$ cat config.mk
export PLATFORM = sky130hd
export DESIGN_NAME = exp_golomb_bit_decoder_unit_flat
export DESIGN_NICKNAME = d
export VERILOG_FILES = /design/src/hdl/egd_pkg.sv /design/src/hdl/egd_if.sv /design/src/hdl/egd_bit_fsm.sv /design/src/hdl/egd_map.sv /design/src/hdl/exp_golomb_bit_decoder_unit.sv /design/src/flat_wrapper.sv
export SDC_FILE = /design/constraint.sdc
export NUM_CORES = 1
export LEC_CHECK = 0
export BUFFER_PORTS_ARGS = -buffer_cell sky130_fd_sc_hd__buf_2
export CAP_MARGIN = 20
export CORE_ASPECT_RATIO = 0.5
export CORE_MARGIN = 1
export CORE_UTILIZATION = 25
export CTS_CLUSTER_DIAMETER = 200
export DETAILED_ROUTE_END_ITERATION = 6
export GPL_TIMING_DRIVEN = 0
export PLACE_DENSITY = 0.49
export REMOVE_ABC_BUFFERS = 1
export SYNTH_ARGS = -nofsm -noshare
export SYNTH_HDL_FRONTEND = slang
export SYNTH_SLANG_ARGS = --single-unit
$ cat constraint.sdc
create_clock -name clk -period 14.1 [get_ports clk]
set_input_delay 1.41 -clock clk [delete_from_list [all_inputs] [get_ports clk]]
set_output_delay 1.41 -clock clk [all_outputs]
set_load 0.1 [all_outputs]
$ cat src/hdl/egd_pkg.sv
// Shared types, codes and block pattern tables for the Exp-Golomb bit decoder.
package egd_pkg;

    // Element kinds carried on the cmd field.
    localparam logic [2:0] CMD_U  = 3'd0;
    localparam logic [2:0] CMD_UE = 3'd1;
    localparam logic [2:0] CMD_SE = 3'd2;
    localparam logic [2:0] CMD_TE = 3'd3;
    localparam logic [2:0] CMD_ME = 3'd4;

    // Result status codes.
    localparam logic [1:0] ST_OK          = 2'd0;
    localparam logic [1:0] ST_BAD_CODE    = 2'd1;
    localparam logic [1:0] ST_LONG_PREFIX = 2'd2;

    // Largest code numbers that the pattern tables cover.
    localparam logic [32:0] BIG_LAST   = 33'd47;
    localparam logic [32:0] SMALL_LAST = 33'd15;

    // Chroma array types that select the large tables.
    localparam logic [1:0] CAT_420 = 2'd1;
    localparam logic [1:0] CAT_422 = 2'd2;

    // Mapping applied to a finished code number.
    typedef enum logic [1:0] {
        OP_PASS,
        OP_SE,
        OP_ME
    } op_t;

    // Finished element handed from the bit decoder to the value mapper.
    typedef struct packed {
        op_t         op;
        logic        intra;
        logic [32:0] code;
        logic [5:0]  bits_used;
        logic [1:0]  status;
    } egd_elem_t;

    // Coded block pattern tables, indexed by code number.
    localparam logic [5:0] BIG_INTRA [48] = '{
        6'd47, 6'd31, 6'd15, 6'd0,  6'd23, 6'd27, 6'd29, 6'd30,
        6'd7,  6'd11, 6'd13, 6'd14, 6'd39, 6'd43, 6'd45, 6'd46,
        6'd16, 6'd3,  6'd5,  6'd10, 6'd12, 6'd19, 6'd21, 6'd26,
        6'd28, 6'd35, 6'd37, 6'd42, 6'd44, 6'd1,  6'd2,  6'd4,
        6'd8,  6'd17, 6'd18, 6'd20, 6'd24, 6'd6,  6'd9,  6'd22,
        6'd25, 6'd32, 6'd33, 6'd34, 6'd36, 6'd40, 6'd38, 6'd41
    };
    localparam logic [5:0] BIG_INTER [48] = '{
        6'd0,  6'd16, 6'd1,  6'd2,  6'd4,  6'd8,  6'd32, 6'd3,
        6'd5,  6'd10, 6'd12, 6'd15, 6'd47, 6'd7,  6'd11, 6'd13,
        6'd14, 6'd6,  6'd9,  6'd31, 6'd35, 6'd37, 6'd42, 6'd44,
        6'd33, 6'd34, 6'd36, 6'd40, 6'd38, 6'd41, 6'd43, 6'd45,
        6'd46, 6'd17, 6'd18, 6'd20, 6'd24, 6'd19, 6'd21, 6'd26,
        6'd28, 6'd23, 6'd27, 6'd29, 6'd30, 6'd22, 6'd25, 6'd39
    };
    localparam logic [3:0] SMALL_INTRA [16] = '{
        4'd15, 4'd0, 4'd7, 4'd11, 4'd13, 4'd14, 4'd3, 4'd5,
        4'd10, 4'd12, 4'd1, 4'd2, 4'd4, 4'd8, 4'd6, 4'd9
    };
    localparam logic [3:0] SMALL_INTER [16] = '{
        4'd0, 4'd1, 4'd2, 4'd4, 4'd8, 4'd3, 4'd5, 4'd10,
        4'd12, 4'd15, 4'd7, 4'd11, 4'd13, 4'd14, 4'd6, 4'd9
    };

endpackage

$ cat src/hdl/egd_if.sv
// Channel interfaces: bit input, result output and configuration write.
interface egd_in_if;
    logic       valid;
    logic       ready;
    logic       bit_req;
    logic [2:0] cmd;
    logic [5:0] fixed_length;
    logic       te_single_bit;
    logic       is_intra;

    modport source (output valid, bit_req, cmd, fixed_length, te_single_bit, is_intra,
                    input ready);
    modport sink (input valid, bit_req, cmd, fixed_length, te_single_bit, is_intra,
                  output ready);
endinterface

interface egd_out_if;
    logic               valid;
    logic               ready;
    logic signed [32:0] value;
    logic [5:0]         bits_used;
    logic [1:0]         status;

    modport source (output valid, value, bits_used, status, input ready);
    modport sink (input valid, value, bits_used, status, output ready);
endinterface

interface egd_cfg_if;
    logic       valid;
    logic       ready;
    logic [1:0] chroma_array_type;

    modport source (output valid, chroma_array_type, input ready);
    modport sink (input valid, chroma_array_type, output ready);
endinterface

$ cat src/hdl/egd_bit_fsm.sv
// Per-bit element decoder: prefix, suffix and fixed-length state with a result stage.
module egd_bit_fsm #(
    parameter int MAX_PREFIX_ZEROS = 31
) (
    input  logic              clk,
    input  logic              rst_n,
    egd_in_if.sink            stream,
    output egd_pkg::egd_elem_t elem,
    output logic              elem_valid,
    input  logic              elem_ready
);
    import egd_pkg::*;

    typedef enum logic [3:0] {
        PH_IDLE   = 4'b0001,
        PH_PREFIX = 4'b0010,
        PH_SUFFIX = 4'b0100,
        PH_FIXED  = 4'b1000
    } phase_t;

    phase_t      phase_reg, phase_next;
    logic [5:0]  zc_reg, zc_next;
    logic [31:0] acc_reg, acc_next;
    logic [5:0]  left_reg, left_next;
    logic [2:0]  cmd_reg, cmd_next;
    logic        intra_reg, intra_next;
    logic [5:0]  total_reg, total_next;

    egd_elem_t   elem_reg, res;
    logic        elem_valid_reg;
    logic        emit;
    logic        take;
    op_t         fin_op;

    // A bit is taken whenever the result stage can move on.
    assign stream.ready = !elem_valid_reg || elem_ready;
    assign take = stream.valid && stream.ready;

    // Mapping that a finished code number gets.
    always_comb
    begin
        case (cmd_next)
            CMD_SE:  fin_op = OP_SE;
            CMD_ME:  fin_op = OP_ME;
            default: fin_op = OP_PASS;
        endcase
    end

    // Next state and finished element for the offered bit.
    always_comb
    begin
        phase_next = phase_reg;
        zc_next    = zc_reg;
        acc_next   = acc_reg;
        left_next  = left_reg;
        cmd_next   = cmd_reg;
        intra_next = intra_reg;
        total_next = total_reg;
        emit       = 1'b0;
        res        = '{op: OP_PASS, intra: intra_reg, code: 33'd0,
                       bits_used: 6'd0, status: ST_OK};

        if (phase_reg == PH_IDLE)
        begin
            cmd_next   = stream.cmd;
            intra_next = stream.is_intra;
            total_next = 6'd0;
            zc_next    = 6'd0;
            acc_next   = 32'd0;
            if (stream.cmd == CMD_U)
            begin
                if (stream.fixed_length == 6'd0)
                    left_next = 6'd1;
                else if (stream.fixed_length > 6'd32)
                    left_next = 6'd32;
                else
                    left_next = stream.fixed_length;
                phase_next = PH_FIXED;
            end
            else if (stream.cmd == CMD_TE && stream.te_single_bit)
            begin
                // Range of one: a single inverted bit.
                total_next = 6'd1;
                emit       = 1'b1;
                res.code   = {32'd0, ~stream.bit_req};
            end
            else
            begin
                phase_next = PH_PREFIX;
            end
        end

        res.intra = intra_next;

        if (!emit)
        begin
            total_next = total_next + 6'd1;
            case (phase_next)
                PH_FIXED:
                begin
                    acc_next  = {acc_next[30:0], stream.bit_req};
                    left_next = left_next - 6'd1;
                    if (left_next == 6'd0)
                    begin
                        emit       = 1'b1;
                        res.code   = {1'b0, acc_next};
                        phase_next = PH_IDLE;
                    end
                end
                PH_PREFIX:
                begin
                    if (!stream.bit_req)
                    begin
                        zc_next = zc_next + 6'd1;
                        if (zc_next > 6'(MAX_PREFIX_ZEROS))
                        begin
                            emit       = 1'b1;
                            res.status = ST_LONG_PREFIX;
                            phase_next = PH_IDLE;
                        end
                    end
                    else if (zc_next == 6'd0)
                    begin
                        emit       = 1'b1;
                        res.op     = fin_op;
                        phase_next = PH_IDLE;
                    end
                    else
                    begin
                        left_next  = zc_next;
                        acc_next   = 32'd0;
                        phase_next = PH_SUFFIX;
                    end
                end
                PH_SUFFIX:
                begin
                    acc_next  = {acc_next[30:0], stream.bit_req};
                    left_next = left_next - 6'd1;
                    if (left_next == 6'd0)
                    begin
                        emit       = 1'b1;
                        res.op     = fin_op;
                        res.code   = ((33'd1 << zc_next[4:0]) - 33'd1) + {1'b0, acc_next};
                        phase_next = PH_IDLE;
                    end
                end
                default:
                begin
                end
            endcase
        end

        res.bits_used = total_next;
    end

    // Running element state.
    always_ff @(posedge clk or negedge rst_n)
    begin
        if (!rst_n)
        begin
            phase_reg <= PH_IDLE;
            zc_reg    <= 6'd0;
            acc_reg   <= 32'd0;
            left_reg  <= 6'd0;
            cmd_reg   <= CMD_U;
            intra_reg <= 1'b0;
            total_reg <= 6'd0;
        end
        else if (take)
        begin
            phase_reg <= phase_next;
            zc_reg    <= zc_next;
            acc_reg   <= acc_next;
            left_reg  <= left_next;
            cmd_reg   <= cmd_next;
            intra_reg <= intra_next;
            total_reg <= total_next;
        end
    end

    // Result stage valid flag.
    always_ff @(posedge clk or negedge rst_n)
    begin
        if (!rst_n)
            elem_valid_reg <= 1'b0;
        else if (stream.ready)
            elem_valid_reg <= take && emit;
    end

    // Result stage payload.
    always_ff @(posedge clk)
    begin
        if (take && emit)
            elem_reg <= res;
    end

    assign elem       = elem_reg;
    assign elem_valid = elem_valid_reg;

endmodule

$ cat src/hdl/egd_map.sv
// Value mapper: signed mapping and block pattern lookup into the output register.
module egd_map (
    input  logic               clk,
    input  logic               rst_n,
    input  logic [1:0]         chroma_array_type,
    input  egd_pkg::egd_elem_t elem,
    input  logic               elem_valid,
    output logic               elem_ready,
    egd_out_if.source          result
);
    import egd_pkg::*;

    logic        out_valid_reg;
    logic [32:0] value_reg, value_next;
    logic [5:0]  bits_reg;
    logic [1:0]  status_reg, status_next;
    logic        big;

    assign elem_ready = !out_valid_reg || result.ready;
    assign big = (chroma_array_type == CAT_420) || (chroma_array_type == CAT_422);

    // Map the code number to the element value.
    always_comb
    begin
        value_next  = 33'd0;
        status_next = elem.status;
        case (elem.op)
            OP_PASS:
                value_next = elem.code;
            OP_SE:
            begin
                if (elem.code[0])
                    value_next = (elem.code + 33'd1) >> 1;
                else
                    value_next = 33'd0 - {1'b0, elem.code[32:1]};
            end
            OP_ME:
            begin
                if (big)
                begin
                    if (elem.code > BIG_LAST)
                        status_next = ST_BAD_CODE;
                    else if (elem.intra)
                        value_next = {27'd0, BIG_INTRA[elem.code[5:0]]};
                    else
                        value_next = {27'd0, BIG_INTER[elem.code[5:0]]};
                end
                else
                begin
                    if (elem.code > SMALL_LAST)
                        status_next = ST_BAD_CODE;
                    else if (elem.intra)
                        value_next = {29'd0, SMALL_INTRA[elem.code[3:0]]};
                    else
                        value_next = {29'd0, SMALL_INTER[elem.code[3:0]]};
                end
            end
            default:
                value_next = elem.code;
        endcase
    end

    // Output register valid flag.
    always_ff @(posedge clk or negedge rst_n)
    begin
        if (!rst_n)
            out_valid_reg <= 1'b0;
        else if (elem_ready)
            out_valid_reg <= elem_valid;
    end

    // Output register payload.
    always_ff @(posedge clk)
    begin
        if (elem_ready && elem_valid)
        begin
            value_reg  <= value_next;
            bits_reg   <= elem.bits_used;
            status_reg <= status_next;
        end
    end

    assign result.valid     = out_valid_reg;
    assign result.value     = $signed(value_reg);
    assign result.bits_used = bits_reg;
    assign result.status    = status_reg;

endmodule

$ cat src/hdl/exp_golomb_bit_decoder_unit.sv
// Top level of the Exp-Golomb bit decoder: config register and the two stages.
//
// The stream channel takes one bitstream bit per item, most significant first.
// The cmd, fixed_length, te_single_bit and is_intra fields are sampled only on
// the first bit of a syntax element and ignored on the bits that follow.
// When the bit that ends an element is taken, one item appears on the result
// channel with the value, the bit count of the element and a status.
// The edge that takes the last bit of an element loads the bit decoder's result
// stage, and the mapper's output register loads from that stage once it is
// free, so the result is registered in both stages. One bit is taken per
// cycle while the result channel does not stall both stages; the per-bit
// state update and the code-number add are combinational.
// The cfg channel writes chroma_array_type; it is always ready and should be
// written only between elements with no result pending.
// Reset clears the element state to idle, empties both stages and sets
// chroma_array_type to 1. A stall on the result channel backs up through the
// two stages and drops stream.ready only once both hold an item.
module exp_golomb_bit_decoder_unit #(
    parameter int MAX_PREFIX_ZEROS = 31
) (
    input  logic      clk,
    input  logic      rst_n,
    egd_in_if.sink    stream,
    egd_out_if.source result,
    egd_cfg_if.sink   cfg
);
    import egd_pkg::*;

    logic [1:0] chroma_reg;
    egd_elem_t  elem;
    logic       elem_valid;
    logic       elem_ready;

    // Chroma array type register.
    assign cfg.ready = 1'b1;

    always_ff @(posedge clk or negedge rst_n)
    begin
        if (!rst_n)
            chroma_reg <= CAT_420;
        else if (cfg.valid)
            chroma_reg <= cfg.chroma_array_type;
    end

    // Bit decoder stage.
    egd_bit_fsm #(
        .MAX_PREFIX_ZEROS (MAX_PREFIX_ZEROS)
    ) u_fsm (
        .clk        (clk),
        .rst_n      (rst_n),
        .stream     (stream),
        .elem       (elem),
        .elem_valid (elem_valid),
        .elem_ready (elem_ready)
    );

    // Value mapping stage.
    egd_map u_map (
        .clk               (clk),
        .rst_n             (rst_n),
        .chroma_array_type (chroma_reg),
        .elem              (elem),
        .elem_valid        (elem_valid),
        .elem_ready        (elem_ready),
        .result            (result)
    );

endmodule

$ cat src/flat_wrapper.sv
// flat-port wrapper written by rule: the top's interface ports become plain ports
module exp_golomb_bit_decoder_unit_flat import egd_pkg::*;
#(
    parameter int MAX_PREFIX_ZEROS = 31
)
  (clk, rst_n, stream_valid, stream_bit_req, stream_cmd, stream_fixed_length, stream_te_single_bit, stream_is_intra, stream_ready, result_valid, result_value, result_bits_used, result_status, result_ready, cfg_valid, cfg_chroma_array_type, cfg_ready);
  egd_in_if stream_i ();
  egd_out_if result_i ();
  egd_cfg_if cfg_i ();
  input  logic clk;
  input  logic rst_n;
  input wire logic [$bits(stream_i.valid)-1:0] stream_valid;
  input wire logic [$bits(stream_i.bit_req)-1:0] stream_bit_req;
  input wire logic [$bits(stream_i.cmd)-1:0] stream_cmd;
  input wire logic [$bits(stream_i.fixed_length)-1:0] stream_fixed_length;
  input wire logic [$bits(stream_i.te_single_bit)-1:0] stream_te_single_bit;
  input wire logic [$bits(stream_i.is_intra)-1:0] stream_is_intra;
  output wire logic [$bits(stream_i.ready)-1:0] stream_ready;
  output wire logic [$bits(result_i.valid)-1:0] result_valid;
  output wire logic [$bits(result_i.value)-1:0] result_value;
  output wire logic [$bits(result_i.bits_used)-1:0] result_bits_used;
  output wire logic [$bits(result_i.status)-1:0] result_status;
  input wire logic [$bits(result_i.ready)-1:0] result_ready;
  input wire logic [$bits(cfg_i.valid)-1:0] cfg_valid;
  input wire logic [$bits(cfg_i.chroma_array_type)-1:0] cfg_chroma_array_type;
  output wire logic [$bits(cfg_i.ready)-1:0] cfg_ready;
  assign stream_i.valid = stream_valid;
  assign stream_i.bit_req = stream_bit_req;
  assign stream_i.cmd = stream_cmd;
  assign stream_i.fixed_length = stream_fixed_length;
  assign stream_i.te_single_bit = stream_te_single_bit;
  assign stream_i.is_intra = stream_is_intra;
  assign stream_ready = stream_i.ready;
  assign result_valid = result_i.valid;
  assign result_value = result_i.value;
  assign result_bits_used = result_i.bits_used;
  assign result_status = result_i.status;
  assign result_i.ready = result_ready;
  assign cfg_i.valid = cfg_valid;
  assign cfg_i.chroma_array_type = cfg_chroma_array_type;
  assign cfg_ready = cfg_i.ready;
  exp_golomb_bit_decoder_unit #(.MAX_PREFIX_ZEROS(MAX_PREFIX_ZEROS)) u_core (.clk(clk), .rst_n(rst_n), .stream(stream_i), .result(result_i), .cfg(cfg_i));
endmodule
==> flow_metrics.tcl <==
set metrics [dict create \
    root_buffer "clkbuf_16" \
    synth.top_cells.by_count "182 x nand2_1, 95 x o21ai_0, 84 x a21oi_1, 84 x edfxtp_1, 82 x inv_1" \
    grt_use_total 0.139 \
    globalRouteOverflowTotal 0 \
    wl_per_cell_um 16.4 \
    clock_latency_ns 0.44 \
    vias_per_cell 5.02 \
    place_inst 1898 \
    hp-start "u_core.u_fsm.elem[6]$_DFFE_PP_" \
    num_io_pins 63 \
    finalClockSkew_ns 0.0137 \
    arrival_ns 5.79 \
    die_area_um2 46000 \
    cts_max_path_buffers 2 \
    crit_fanout 25 \
    async_flop_share 0.421 \
    max_cap_violations 0 \
    status "completed" \
    dieWidth_um 302 \
    dpl.hpwl_um 22700 \
    maxSlewHeadroom 0.252 \
    hold_buffers 0 \
    worst-setup-path-type "register to register" \
    cp_slowest_cell "nor2_1" \
    core-area_um2 44000 \
    fin_tns_setup_ns 0 \
    peakVddDrop_uv 67.2 \
    min_path_type "register to register" \
    cp_top_family "simple AND/OR/NAND/NOR gates" \
    critPathBufInv 2 \
    netlist_top_cells_area "edfxtp_1 22%, dfrtp_1 13%, ha_1 8.8%" \
    ctsResizeCount 0 \
    largest_reg_flops 43 \
    reg2regPathDepth 18 \
    instances_no_fill 1930 \
    hold_viol 0 \
    port_buffers 61 \
    yosysWarnings 0 \
    drt_iter0_markers 614 \
    p_leak_uw 0.00510 \
    first_global_vias 9089 \
    min_period_over_period 0.399 \
    holdPathStages 0 \
    avgSynthCellArea_um2 8.55 \
    die_h_um 152 \
    setup_violations 0 \
    worst_hold_slack_ns 0.420 \
    syn_area_um2 11300 \
    final_antenna_net_count 0 \
    r2r-end "u_core.u_fsm.elem[39]$_SDFFCE_PP0P_" \
    numClockSinks 145 \
    design_area_um2 12800 \
    p_per_area_nw_per_um2 171 \
    r2r_start "u_core.u_fsm.phase_reg[1]$_DFFE_PN0P_" \
    regToRegSetupSlack_ns 8.48 \
    antenna_found_initial 0 \
    rsz0062_at_grt "no" \
    clk_pin_slew_ns 0.06 \
    rows 54 \
    synth_edf_count 84 \
    slowest_delay_ns 0.74 \
    cts_tree "done" \
    cp.required_ns 14.28 \
    synth.distinct_cells 84 \
    yosysSeqAreaShare 0.360 \
    synth.ff_latch_count 145 \
    synth.most_common_cell "nand2_1" \
    yosys.area.top_type_share 0.224 \
    initial_core_util 0.256 \
    cts_buffers 17 \
    num_antenna_cells 0 \
    cp-end-kind "register" \
    htreeDepth 4 \
    place_congestion 0.863 \
    utilization 0.292 \
    finalCriticalPeriod_ns 5.62 \
    synth-main-ff-cell "edfxtp_1" \
    worst_pin_slew_ns 1.12 \
    final_nets 1428 \
    report.final.slew_viol_count 0 \
    firstDrtPassIters 5 \
    area_growth_syn_to_layout_pct 14.0 \
    grt_max_degree 62 \
    synth_top_area_cell "edfxtp_1" \
    min_to "u_core.u_map.result.bits_used[4]$_DFFE_PP_" \
    post_dp_cell_area_um2 12300 \
    critPathLaunchType "register" \
    vias 9698 \
    cts_setup_buffers 0 \
    drive_above_1_share 0.115 \
    cp_cell_sequence "or4b_2, nand2_1, nor2_1, nand2_1, ha_1, inv_1, ha_1, inv_1, fa_1, nand2b_1, a21oi_1, o21ai_0, o21a_1, o31ai_1, a2111o_1, a31oi_1, xor2_1, o21ai_2" \
    drc_errors 0 \
    max_clock_freq_mhz 178 \
    grt_pass1_wl_um 51000 \
    synthCells 1318 \
    finalWirelength_um 31600 \
]
final cells by class:
cell class | count | area (µm²)
Clock buffer | 19 | 433
Clock inverter | 13 | 160
Fill cell | 4688 | 31100
Inverter | 83 | 312
Multi-Input combinational cell | 1006 | 6580
Sequential cell | 145 | 4050
Tap cell | 588 | 736
Timing Repair Buffer | 76 | 573
metrics by stage:
stage | total power (µW) | worst slack, ns
after floorplan | 1450 | 7.96
after global placement | 1710 | 5.96
after detailed placement | 1740 | 8.58
after CTS | 2210 | 8.54
after global routing | 2360 | 8.18
final | 2200 | 8.48
layer usage:
layer / share of wire / vias up / GRT usage / wire [µm]
met5: 0 / - / 0 / 0
met4: 0.010 / 0 / 0.0320 / 316
met3: 0.048 / 23 / 0.0246 / 1510
met2: 0.44 / 233 / 0.208 / 13900
met1: 0.50 / 4616 / 0.207 / 15900
li1: - / 4826 / - / -
power by group:
group	total, µW	leakage (µW)	internal, µW	switching [µW]
clock	467	0.000279	278	189
combinational	1150	0.00320	435	710
sequential	584	0.00162	522	62.5
worst max path at each step:
stage	startpoint	to	slack, ns	cells past startpoint
floorplan	u_core.u_fsm.phase_reg[0]$_DFFE_PN1P_	u_core.u_fsm.elem[10]$_SDFFCE_PP0P_	7.96	11
global placement	u_core.u_fsm.phase_reg[0]$_DFFE_PN1P_	u_core.u_fsm.elem[30]$_SDFFCE_PP0P_	5.96	11
detailed placement	u_core.u_fsm.phase_reg[1]$_DFFE_PN0P_	u_core.u_fsm.elem[39]$_SDFFCE_PP0P_	8.58	18
CTS	u_core.u_fsm.phase_reg[1]$_DFFE_PN0P_	u_core.u_fsm.elem[39]$_SDFFCE_PP0P_	8.54	18
global route	u_core.u_fsm.phase_reg[1]$_DFFE_PN0P_	u_core.u_fsm.elem[37]$_SDFFCE_PP0P_	8.18	18
finish	u_core.u_fsm.phase_reg[1]$_DFFE_PN0P_	u_core.u_fsm.elem[39]$_SDFFCE_PP0P_	8.48	18
kinds of logic after synthesis:
family                   synth area share
AO/OA/AOI/OAI                       0.234
XOR/XNOR                           0.0504
adder cells (fa/ha/maj)            0.0904
buffers and inverters              0.0597
flip-flops                          0.360
multiplexers                       0.0167
other                            0.000333
AND/OR/NAND/NOR                     0.188
placed cells by master (no fill, tap or decap), types with 10 or more instances in the layout:
| master | n |
|---|---|
| clkbuf_16 | 17 |
| edfxtp_1 | 84 |
| nor2b_1 | 16 |
| dfrtp_1 | 59 |
| nand3_1 | 42 |
| a211oi_1 | 19 |
| o21ai_0 | 95 |
| o22ai_1 | 11 |
| xor2_1 | 35 |
| and3_1 | 11 |
| or3_1 | 11 |
| nor2_1 | 76 |
| a21o_1 | 13 |
| xnor2_1 | 28 |
| ha_1 | 78 |
| o211ai_1 | 14 |
| buf_2 | 61 |
| nand4_1 | 11 |
| mux2_2 | 10 |
| a21oi_1 | 83 |
| o31ai_1 | 26 |
| nor3_1 | 24 |
| inv_1 | 82 |
| a22o_1 | 43 |
| a31oi_1 | 24 |
| nand2b_1 | 17 |
| nand2_1 | 182 |
No activity file was read; power rests on OpenSTA's default activity.
